**src/ism_pkg.sv**
```systemverilog
// ----------------------------------------------------------------------------
// Interval set manager package
// Request codes, status codes, cell commands and controller states.
// ----------------------------------------------------------------------------
package ism_pkg;

   typedef enum logic [2:0] {
      REQ_ALLOC   = 3'd0,
      REQ_CHECK   = 3'd1,
      REQ_RELEASE = 3'd2,
      REQ_LIST    = 3'd3,
      REQ_MERGE   = 3'd4
   } req_code_type;

   localparam logic [1:0] STATUS_OK      = 2'd0;
   localparam logic [1:0] STATUS_INVALID = 2'd1;
   localparam logic [1:0] STATUS_FULL    = 2'd2;

   typedef enum logic [2:0] {
      CELL_HOLD,
      CELL_ROTATE,
      CELL_TRIM,
      CELL_REMOVE,
      CELL_INSERT
   } cell_op_type;

   typedef struct packed {
      cell_op_type op;
      logic        split_any;
   } cell_cmd_type;

   typedef struct packed {
      logic valid;
      logic lt;       // start below request start
      logic after;    // start above request start
      logic split;    // request lies strictly inside
      logic ovl;      // overlaps request
      logic covered;  // fully inside request
      logic ge;       // end above request start
   } cell_flags_type;

   typedef enum logic [2:0] {
      ST_IDLE,
      ST_DECIDE,
      ST_REMOVE,
      ST_INSERT,
      ST_RESP,
      ST_LIST,
      ST_FINISH
   } state_type;

endpackage

```
**src/ism_cell.sv**
```systemverilog
// ----------------------------------------------------------------------------
// Interval set manager cell
// Holds one table entry and updates it from its neighbors on command.
// ----------------------------------------------------------------------------
module ism_cell #(
   parameter int COORD_BITS = 16,
   parameter int INDEX      = 0,
   parameter int CNT_BITS   = 5
) (
   input  logic                         clock,
   input  ism_pkg::cell_cmd_type        cmd,
   input  logic [CNT_BITS-1:0]          count,
   input  logic signed [COORD_BITS-1:0] req_s,
   input  logic signed [COORD_BITS-1:0] req_e,
   input  logic signed [COORD_BITS-1:0] left_start,
   input  logic signed [COORD_BITS-1:0] left_end,
   input  ism_pkg::cell_flags_type      left_flags,
   input  logic signed [COORD_BITS-1:0] right_start,
   input  logic signed [COORD_BITS-1:0] right_end,
   output logic signed [COORD_BITS-1:0] start_q,
   output logic signed [COORD_BITS-1:0] end_q,
   output ism_pkg::cell_flags_type      flags
);

   localparam logic [CNT_BITS-1:0] IDX = CNT_BITS'(INDEX);

   logic signed [COORD_BITS-1:0] start_ff, start_in;
   logic signed [COORD_BITS-1:0] end_ff, end_in;

   always_comb begin
      flags.valid   = IDX < count;
      flags.lt      = flags.valid && (start_ff < req_s);
      flags.after   = flags.valid && (start_ff > req_s);
      flags.split   = flags.valid && (start_ff < req_s) && (req_e < end_ff);
      flags.ovl     = flags.valid && (req_s < end_ff) && (start_ff < req_e);
      flags.covered = flags.valid && (req_s <= start_ff) && (end_ff <= req_e);
      flags.ge      = flags.valid && (end_ff > req_s);
   end

   always_comb begin
      start_in = start_ff;
      end_in   = end_ff;
      case (cmd.op)
         ism_pkg::CELL_ROTATE: begin
            start_in = right_start;
            end_in   = right_end;
         end
         ism_pkg::CELL_TRIM: begin
            if (cmd.split_any) begin
               if (flags.split) begin
                  end_in = req_s;
               end else if (left_flags.split) begin
                  start_in = req_e;
                  end_in   = left_end;
               end else if (left_flags.after) begin
                  start_in = left_start;
                  end_in   = left_end;
               end
            end else if (flags.ovl && !flags.covered) begin
               if (start_ff < req_s) begin
                  end_in = req_s;
               end else begin
                  start_in = req_e;
               end
            end
         end
         ism_pkg::CELL_REMOVE: begin
            if (flags.ge) begin
               start_in = right_start;
               end_in   = right_end;
            end
         end
         ism_pkg::CELL_INSERT: begin
            if (!flags.lt) begin
               if (left_flags.lt) begin
                  start_in = req_s;
                  end_in   = req_e;
               end else begin
                  start_in = left_start;
                  end_in   = left_end;
               end
            end
         end
         default: begin
         end
      endcase
   end

   always_ff @(posedge clock) begin
      start_ff <= start_in;
      end_ff   <= end_in;
   end

   assign start_q = start_ff;
   assign end_q   = end_ff;

endmodule

```
**src/interval_set_manager_unit.sv**
```systemverilog
// ----------------------------------------------------------------------------
// Interval set manager unit
// Sorted table of disjoint half-open intervals held in a chain of cells.
// ----------------------------------------------------------------------------
// The table lives in a row of TABLE_DEPTH cells, one interval each, sorted
// by start. A word is taken only when the unit is idle. Check goes from
// decide to respond; an invalid range or a full table answers the same way.
// Allocate and release remove one stale entry per cycle, up to TABLE_DEPTH
// entries, and then respond (allocate inserts the new entry first). Both
// list requests rotate the whole chain once through cell 0, holding while a
// result stalls; a merged list adds a final result. An empty table answers
// a list straight from decide. Results leave through an output register, so
// each new result waits only for the previous one to go.
// ----------------------------------------------------------------------------
module interval_set_manager_unit #(
   parameter int TABLE_DEPTH = 16,
   parameter int COORD_BITS  = 16
) (
   input  logic        clock,
   input  logic        reset,
   input  logic        req_tvalid,
   output logic        req_tready,
   input  logic [31:0] req_tdata,   // range_start[15:0], range_end[31:16]
   input  logic [2:0]  req_tuser,   // req_type[2:0]
   output logic        rsp_tvalid,
   input  logic        rsp_tready,
   output logic [31:0] rsp_tdata,   // out_start[15:0], out_end[31:16]
   output logic [3:0]  rsp_tuser,   // status[1:0], is_free[2], list_empty[3]
   output logic        rsp_tlast    // last
);

   localparam int CNT_BITS = $clog2(TABLE_DEPTH + 1);
   localparam int IDX_BITS = $clog2(TABLE_DEPTH);
   localparam int PW       = (COORD_BITS > 16) ? COORD_BITS : 16;
   localparam logic [CNT_BITS-1:0] FULL_COUNT = CNT_BITS'(TABLE_DEPTH);
   localparam logic [IDX_BITS-1:0] LAST_IDX   = IDX_BITS'(TABLE_DEPTH - 1);

   // Port coordinates to internal width and back.
   function automatic logic [15:0] to_port(input logic [COORD_BITS-1:0] v);
      logic [PW-1:0] w;
      w = PW'(v);
      return w[15:0];
   endfunction

   logic [PW-1:0]                port_s_wide, port_e_wide;
   logic signed [COORD_BITS-1:0] port_s, port_e;

   assign port_s_wide = PW'(req_tdata[15:0]);
   assign port_e_wide = PW'(req_tdata[31:16]);
   assign port_s      = port_s_wide[COORD_BITS-1:0];
   assign port_e      = port_e_wide[COORD_BITS-1:0];

   // Control state.
   ism_pkg::state_type           state_ff, state_in;
   logic [2:0]                   type_ff, type_in;
   logic signed [COORD_BITS-1:0] s_ff, s_in, e_ff, e_in;
   logic [1:0]                   status_ff, status_in;
   logic                         free_ff, free_in, empty_ff, empty_in;
   logic [CNT_BITS-1:0]          count_ff, count_in;
   logic [IDX_BITS-1:0]          idx_ff, idx_in;
   logic signed [COORD_BITS-1:0] cs_ff, cs_in, ce_ff, ce_in;

   // Output register.
   logic                         rsp_valid_ff, rsp_valid_in;
   logic [31:0]                  rsp_data_ff;
   logic [3:0]                   rsp_user_ff;
   logic                         rsp_last_ff;
   logic                         out_free, load;
   logic [COORD_BITS-1:0]        ld_start, ld_end;
   logic [1:0]                   ld_status;
   logic                         ld_free, ld_empty, ld_last;

   // Cell chain.
   ism_pkg::cell_cmd_type        cmd;
   logic signed [COORD_BITS-1:0] cell_start [TABLE_DEPTH];
   logic signed [COORD_BITS-1:0] cell_end   [TABLE_DEPTH];
   ism_pkg::cell_flags_type      cell_flags [TABLE_DEPTH];
   logic [TABLE_DEPTH-1:0]       ovl_vec, cov_vec, split_vec;
   logic                         ovl_any, cov_any, split_any;

   localparam ism_pkg::cell_flags_type EDGE_FLAGS = '{
      valid: 1'b0, lt: 1'b1, after: 1'b0, split: 1'b0,
      ovl: 1'b0, covered: 1'b0, ge: 1'b0};

   for (genvar i = 0; i < TABLE_DEPTH; i++) begin : g_cell
      localparam int RIGHT = (i + 1) % TABLE_DEPTH;
      logic signed [COORD_BITS-1:0] l_start, l_end;
      ism_pkg::cell_flags_type      l_flags;

      if (i == 0) begin : g_edge
         assign l_start = '0;
         assign l_end   = '0;
         assign l_flags = EDGE_FLAGS;
      end else begin : g_link
         assign l_start = cell_start[i-1];
         assign l_end   = cell_end[i-1];
         assign l_flags = cell_flags[i-1];
      end

      ism_cell #(
         .COORD_BITS (COORD_BITS),
         .INDEX      (i),
         .CNT_BITS   (CNT_BITS)
      ) u_cell (
         .clock       (clock),
         .cmd         (cmd),
         .count       (count_ff),
         .req_s       (s_ff),
         .req_e       (e_ff),
         .left_start  (l_start),
         .left_end    (l_end),
         .left_flags  (l_flags),
         .right_start (cell_start[RIGHT]),
         .right_end   (cell_end[RIGHT]),
         .start_q     (cell_start[i]),
         .end_q       (cell_end[i]),
         .flags       (cell_flags[i])
      );

      assign ovl_vec[i]   = cell_flags[i].ovl;
      assign cov_vec[i]   = cell_flags[i].covered;
      assign split_vec[i] = cell_flags[i].split;
   end

   assign ovl_any   = |ovl_vec;
   assign cov_any   = |cov_vec;
   assign split_any = |split_vec;

   assign out_free   = !rsp_valid_ff || rsp_tready;
   assign req_tready = (state_ff == ism_pkg::ST_IDLE);

   // Sequencer: next state, cell command and result load.
   always_comb begin
      logic invalid, in_range, want_emit, kill_any, is_merge;
      state_in      = state_ff;
      type_in       = type_ff;
      s_in          = s_ff;
      e_in          = e_ff;
      status_in     = status_ff;
      free_in       = free_ff;
      empty_in      = empty_ff;
      count_in      = count_ff;
      idx_in        = idx_ff;
      cs_in         = cs_ff;
      ce_in         = ce_ff;
      cmd.op        = ism_pkg::CELL_HOLD;
      cmd.split_any = split_any;
      load          = 1'b0;
      ld_start      = '0;
      ld_end        = '0;
      ld_status     = status_ff;
      ld_free       = free_ff;
      ld_empty      = empty_ff;
      ld_last       = 1'b1;
      invalid       = (s_ff >= e_ff);
      in_range      = CNT_BITS'(idx_ff) < count_ff;
      is_merge      = (type_ff == ism_pkg::REQ_MERGE);
      kill_any      = (type_ff == ism_pkg::REQ_ALLOC) ? ovl_any : cov_any;
      if (is_merge) begin
         want_emit = in_range && (idx_ff != '0) && (ce_ff != cell_start[0]);
      end else begin
         want_emit = in_range;
      end

      case (state_ff)
         ism_pkg::ST_IDLE: begin
            if (req_tvalid) begin
               type_in   = req_tuser;
               s_in      = port_s;
               e_in      = port_e;
               status_in = ism_pkg::STATUS_OK;
               free_in   = 1'b0;
               empty_in  = 1'b0;
               idx_in    = '0;
               // Drop unknown request codes without a result.
               if (req_tuser <= ism_pkg::REQ_MERGE) begin
                  state_in = ism_pkg::ST_DECIDE;
               end
            end
         end
         ism_pkg::ST_DECIDE: begin
            case (type_ff)
               ism_pkg::REQ_ALLOC: begin
                  if (invalid) begin
                     status_in = ism_pkg::STATUS_INVALID;
                     state_in  = ism_pkg::ST_RESP;
                  end else if (count_ff == FULL_COUNT && !ovl_any) begin
                     status_in = ism_pkg::STATUS_FULL;
                     state_in  = ism_pkg::ST_RESP;
                  end else begin
                     state_in = ism_pkg::ST_REMOVE;
                  end
               end
               ism_pkg::REQ_CHECK: begin
                  if (invalid) begin
                     status_in = ism_pkg::STATUS_INVALID;
                  end else begin
                     free_in = !ovl_any;
                  end
                  state_in = ism_pkg::ST_RESP;
               end
               ism_pkg::REQ_RELEASE: begin
                  if (invalid) begin
                     status_in = ism_pkg::STATUS_INVALID;
                     state_in  = ism_pkg::ST_RESP;
                  end else if (split_any && count_ff == FULL_COUNT) begin
                     status_in = ism_pkg::STATUS_FULL;
                     state_in  = ism_pkg::ST_RESP;
                  end else begin
                     // Trim partial overlaps, split the enclosing entry.
                     cmd.op = ism_pkg::CELL_TRIM;
                     if (split_any) begin
                        count_in = count_ff + 1'b1;
                     end
                     state_in = ism_pkg::ST_REMOVE;
                  end
               end
               ism_pkg::REQ_LIST, ism_pkg::REQ_MERGE: begin
                  if (count_ff == '0) begin
                     empty_in = 1'b1;
                     state_in = ism_pkg::ST_RESP;
                  end else begin
                     state_in = ism_pkg::ST_LIST;
                  end
               end
               default: begin
                  state_in = ism_pkg::ST_IDLE;
               end
            endcase
         end
         ism_pkg::ST_REMOVE: begin
            // Drop the first entry of the doomed block, one per cycle.
            if (kill_any) begin
               cmd.op   = ism_pkg::CELL_REMOVE;
               count_in = count_ff - 1'b1;
            end else if (type_ff == ism_pkg::REQ_ALLOC) begin
               state_in = ism_pkg::ST_INSERT;
            end else begin
               state_in = ism_pkg::ST_RESP;
            end
         end
         ism_pkg::ST_INSERT: begin
            cmd.op   = ism_pkg::CELL_INSERT;
            count_in = count_ff + 1'b1;
            state_in = ism_pkg::ST_RESP;
         end
         ism_pkg::ST_RESP: begin
            if (out_free) begin
               load     = 1'b1;
               state_in = ism_pkg::ST_IDLE;
            end
         end
         ism_pkg::ST_LIST: begin
            // Rotate the chain once; cell 0 shows entry idx.
            if (!want_emit || out_free) begin
               cmd.op = ism_pkg::CELL_ROTATE;
               idx_in = idx_ff + 1'b1;
               if (want_emit) begin
                  load      = 1'b1;
                  ld_status = ism_pkg::STATUS_OK;
                  ld_free   = 1'b0;
                  ld_empty  = 1'b0;
                  if (is_merge) begin
                     ld_start = cs_ff;
                     ld_end   = ce_ff;
                     ld_last  = 1'b0;
                  end else begin
                     ld_start = cell_start[0];
                     ld_end   = cell_end[0];
                     ld_last  = (CNT_BITS'(idx_ff) == count_ff - 1'b1);
                  end
               end
               if (in_range) begin
                  if (idx_ff == '0 || want_emit) begin
                     cs_in = cell_start[0];
                  end
                  ce_in = cell_end[0];
               end
               if (idx_ff == LAST_IDX) begin
                  idx_in   = '0;
                  state_in = is_merge ? ism_pkg::ST_FINISH : ism_pkg::ST_IDLE;
               end
            end
         end
         ism_pkg::ST_FINISH: begin
            if (out_free) begin
               load      = 1'b1;
               ld_status = ism_pkg::STATUS_OK;
               ld_free   = 1'b0;
               ld_empty  = 1'b0;
               ld_start  = cs_ff;
               ld_end    = ce_ff;
               state_in  = ism_pkg::ST_IDLE;
            end
         end
         default: begin
            state_in = ism_pkg::ST_IDLE;
         end
      endcase
   end

   always_comb begin
      if (load) begin
         rsp_valid_in = 1'b1;
      end else if (rsp_tready) begin
         rsp_valid_in = 1'b0;
      end else begin
         rsp_valid_in = rsp_valid_ff;
      end
   end

   always_ff @(posedge clock) begin
      if (reset) begin
         state_ff     <= ism_pkg::ST_IDLE;
         count_ff     <= '0;
         idx_ff       <= '0;
         rsp_valid_ff <= 1'b0;
      end else begin
         state_ff     <= state_in;
         count_ff     <= count_in;
         idx_ff       <= idx_in;
         rsp_valid_ff <= rsp_valid_in;
      end
   end

   always_ff @(posedge clock) begin
      type_ff   <= type_in;
      s_ff      <= s_in;
      e_ff      <= e_in;
      status_ff <= status_in;
      free_ff   <= free_in;
      empty_ff  <= empty_in;
      cs_ff     <= cs_in;
      ce_ff     <= ce_in;
      if (load) begin
         rsp_data_ff <= {to_port(ld_end), to_port(ld_start)};
         rsp_user_ff <= {ld_empty, ld_free, ld_status};
         rsp_last_ff <= ld_last;
      end
   end

   assign rsp_tvalid = rsp_valid_ff;
   assign rsp_tdata  = rsp_data_ff;
   assign rsp_tuser  = rsp_user_ff;
   assign rsp_tlast  = rsp_last_ff;

endmodule

```
**config.mk**
```make
export PLATFORM = sky130hd
export DESIGN_NAME = interval_set_manager_unit
export DESIGN_NICKNAME = d
export VERILOG_FILES = /design/src/ism_pkg.sv /design/src/ism_cell.sv /design/src/interval_set_manager_unit.sv
export SDC_FILE = /design/constraint.sdc
export NUM_CORES = 2
export LEC_CHECK = 0
export ABC_AREA = 1
export BUFFER_PORTS_ARGS = -buffer_cell sky130_fd_sc_hd__buf_2
export CAP_MARGIN = 40
export CELL_PAD_IN_SITES_DETAIL_PLACEMENT = 0
export CELL_PAD_IN_SITES_GLOBAL_PLACEMENT = 2
export CORE_MARGIN = 1.5
export CORE_UTILIZATION = 43
export CTS_CLUSTER_SIZE = 40
export DETAILED_ROUTE_END_ITERATION = 7
export PLACE_DENSITY_LB_ADDON = 0.1
export SYNTH_ARGS = -nofsm -noshare
export SYNTH_HDL_FRONTEND = slang
export SYNTH_SLANG_ARGS = --single-unit
```
**constraint.sdc**
```tcl
create_clock -name clock -period 12.75 [get_ports clock]
set_clock_uncertainty 0.05 [all_clocks]
set_input_delay 2.55 -clock clock [delete_from_list [all_inputs] [get_ports clock]]
set_output_delay 2.55 -clock clock [all_outputs]
set_load 0.02 [all_outputs]
```
==> qor.txt <==
Net Count, Synth -> 9192
synthesized instance count -> 8136
Startpoint Class -> register
switching power -> 4.063 mW
worst vdd ir -> 0.1503 mV
ys async rst share -> 0
initial core utilization -> 0.4341
# hold bufs at CTS -> 0
GRT Total Usage -> 0.4358
Cell Pwr Density -> 124.2 mW/mm2
Max-cap violations -> 0
area grow syn2layout -> 9.094%
clock power share -> 0.284
worst hold slack -> 0.4902 ns
Vias -> 65830
Worst Path Required -> 13.14 ns
CP dominant cell by count -> buf_4
clk_lat worst skew -> 0.73 ns
Reg clk slew, reported paths -> 0.07 ns
fill cell count -> 14540
Area contributors post-synth -> edfxtp_1 29%, ha_1 20%, nand2_1 9.4%
Detail Placement HPWL -> 241.5 mm
Post-DRT Antenna Nets -> 0
first-pass GRT wire length -> 466.1 mm
CTS Root Cell -> clkbuf_16
worst slack at placement -> 5.175 ns
Core ar. -> 0.1459 mm2
Final Hold Viols -> 0
element type at the critical path end -> register
DIE HEIGHT -> 386.8 um
CP delay by family, top -> buffers and inverters
post-synth top area cell -> edfxtp_1
Tcrit/Tclk final -> 0.6158
Final min period -> 7.851 ns
Mapped Area -> 0.06335 mm2
Site Rows -> 140
register area share after synthesis -> 0.2980
Hold Path Class -> register to register
I/O pins -> 78
Num Clock Sinks -> 633
CTS tree -> yes
Post-CTS Resized -> 0
gr ovfl total -> 0
crit-path max cell delay -> 0.69 ns
vias in the first global route -> 60840
worst-margin pin slew -> 1.048 ns
TNS Setup -> 0 ns
pin count of the biggest net entering global routing -> 150
Slew Viols, Final -> 0
Setup Buffers After CTS -> 0
Post-synth EDFFs -> 620
synthesis-stage register bit count -> 633
Slew HR -> 0.3013
TritonCTS Buffers -> 87
Leakage -> 30.17 nW
Die W -> 386.8 um
Clock Path Buffers -> 3
share of layout cells above drive strength 1 -> 0.06820
CP bufs+invs -> 9
Via density -> 6.536
final setup violating endpoints -> 0
initial DRC count -> 9102
FF-to-FF setup slack -> 4.90 ns
Final Worst Setup Slack -> 4.899 ns
Total Wirelength -> 335.5 mm
Setup Crit Path Kind -> register to register
top cell type's share of synthesized area -> 0.2939
die footprint -> 0.1496 mm2
count of cell types in the netlist -> 55
fin nets -> 9137
Net Sw Frac -> 0.4732
status -> complete, no violations
Post-route DRC -> 0
Final Core Density -> 0.4736
Crit Path Max Fanout -> 35
Routed wire per std cell -> 33.31 um
PortBufs -> 77
Syn Area/Cell -> 7.786 um2
critical path arrival -> 8.24 ns
Pint -> 4.523 mW
1st-pass router iterations -> 6
sequential share of power -> 0.284
RSZ-0062 raised after global routing -> false
combinational power share -> 0.432
Post-synth top flop -> edfxtp_1
Max Fclk -> 127.4 MHz
H-Tree Level Count -> 3
Worst path slowest cell -> nand2_1
initial antenna violation count -> 27
GPL Wtd Cong -> 1.021
Synthesis Warnings -> 0
-- cell families (layout without fill, tap and decap cells) --
group	count (synthesis)	in the layout	share of synthesized area
other cells	0	3	0
simple gates	2446	2446	0.1623
fa+ha+maj	1017	1017	0.2009
xor+xnor	14	14	0.001936
compound gates	2724	2724	0.2549
flops	633	633	0.2980
buf+inv	1301	1317	0.08181
mux	1	1	0.0001580
-- state kept, by name, indices dropped and copies added, names as in the netlist, 2 cells and up --
| register | cells |
|---|---|
| g_cell.u_cell.end_q | 256 |
| g_cell.u_cell.start_q | 256 |
| rsp_tdata | 32 |
| ce_ff | 16 |
| cs_ff | 16 |
| e_ff | 16 |
| s_ff | 16 |
| count_ff | 5 |
| idx_ff | 4 |
| rsp_tuser | 4 |
| state_ff | 3 |
| type_ff | 3 |
| status_ff | 2 |
-- worst register-to-register path: stages, from the launching register on --
cell	delay, ns
edfxtp_1	0.37
buf_4	0.27
inv_2	0.34
buf_4	0.29
buf_4	0.50
ha_1	0.28
nand2_1	0.12
nor4_2	0.58
nand2_1	0.27
nand3_1	0.19
nand3_2	0.08
buf_4	0.28
nor2_1	0.48
nor2_1	0.15
nand3_1	0.12
nor2_2	0.06
nand2_4	0.15
buf_4	0.50
nand2_1	0.74
buf_4	0.52
nor2_4	0.15
buf_4	0.52
nand2_1	0.11
o211ai_1	0.13
nor2_2	0.07
buf_4	0.23
-- cells in the mapped netlist (13+ instances only) --
cell	instances
o22ai_1	174
dfxtp_1	13
o21ai_0	937
o21ai_1	19
o21a_1	47
o21bai_1	19
inv_1	847
a31oi_1	13
o211ai_1	256
edfxtp_1	620
nand4_1	69
nor2_1	383
nor2_4	23
nor3_1	53
nor2_2	15
buf_4	37
nand2_1	1584
buf_2	98
clkbuf_1	279
nand3b_1	38
o221ai_1	327
a32o_1	23
nand3_1	231
ha_1	1017
buf_1	27
and2_1	17
a21oi_1	871
-- cell usage in the layout, fill, tap and decap left out, types with 21 or more instances in the layout --
master        n
nand3_1     227
buf_2        83
nand2_1    1575
o22ai_1     174
nor2_1      347
buf_4       192
a32o_1       23
o21ai_0     936
clkinv_2     21
edfxtp_1    620
nor2_4       30
clkinv_1     21
nand3b_1     38
o21a_1       47
ha_1       1017
nand4_1      69
o211ai_1    256
inv_1       843
a21oi_1     871
nor3_1       51
clkbuf_16    88
o221ai_1    327
nor2_2       44
-- power by group through the flow --
stage / Sequential, mW / Combinational (mW) / Clock, mW
after floorplan: 2.48 / 2.02 / 0
after global placement: 2.48 / 3.51 / 0
after detailed placement: 2.48 / 3.54 / 0
after CTS: 2.44 / 3.55 / 2.45
after global routing: 2.44 / 3.91 / 2.52
final: 2.44 / 3.71 / 2.44
-- cell type report --
type | count | area, um2 | area share
Multi-Input combinational cell | 6202 | 39500 | 0.5716
Clock inverter | 58 | 445.4 | 0.006445
Clock buffer | 102 | 2255 | 0.03263
Sequential cell | 633 | 18880 | 0.2732
Timing Repair Buffer | 302 | 2406 | 0.03482
Inverter | 855 | 3217 | 0.04655
Antenna cell | 3 | 7.507 | 0.0001086
Tap cell | 1917 | 2399 | 0.03471
-- path summary, 6_finish.rpt --
kind	from	end	cells after the start
setup reg to reg	s_ff[15]$_DFFE_PP_	g_cell[3].u_cell.start_q[1]$_DFFE_PP_	25
hold / removal	idx_ff[0]$_SDFFE_PP0P_	idx_ff[0]$_SDFFE_PP0P_	2
setup / recovery	s_ff[15]$_DFFE_PP_	g_cell[3].u_cell.start_q[1]$_DFFE_PP_	25
hold reg to reg	idx_ff[0]$_SDFFE_PP0P_	idx_ff[0]$_SDFFE_PP0P_	2
-- layer usage --
layer / wire, um / vias up / GRT usage
met5: 119 / - / 0
met1: 129100 / 31390 / 0.5608
li1: - / 29360 / -
met4: 28920 / 18 / 0.3117
met3: 37050 / 868 / 0.09353
met2: 140300 / 4192 / 0.6469
-- metrics by stage --
step                      instance area [um2]  total power [mW]  instances
after floorplan                         63350             4.501       8136
after global placement                  65880             5.987       9876
after detailed placement                66400             6.018       9909
after CTS                               69100             8.432      10070
after global routing                    69100             8.871      10070
final                                   69110             8.586      10070
Note: power is estimated with default switching activity, not from simulation.
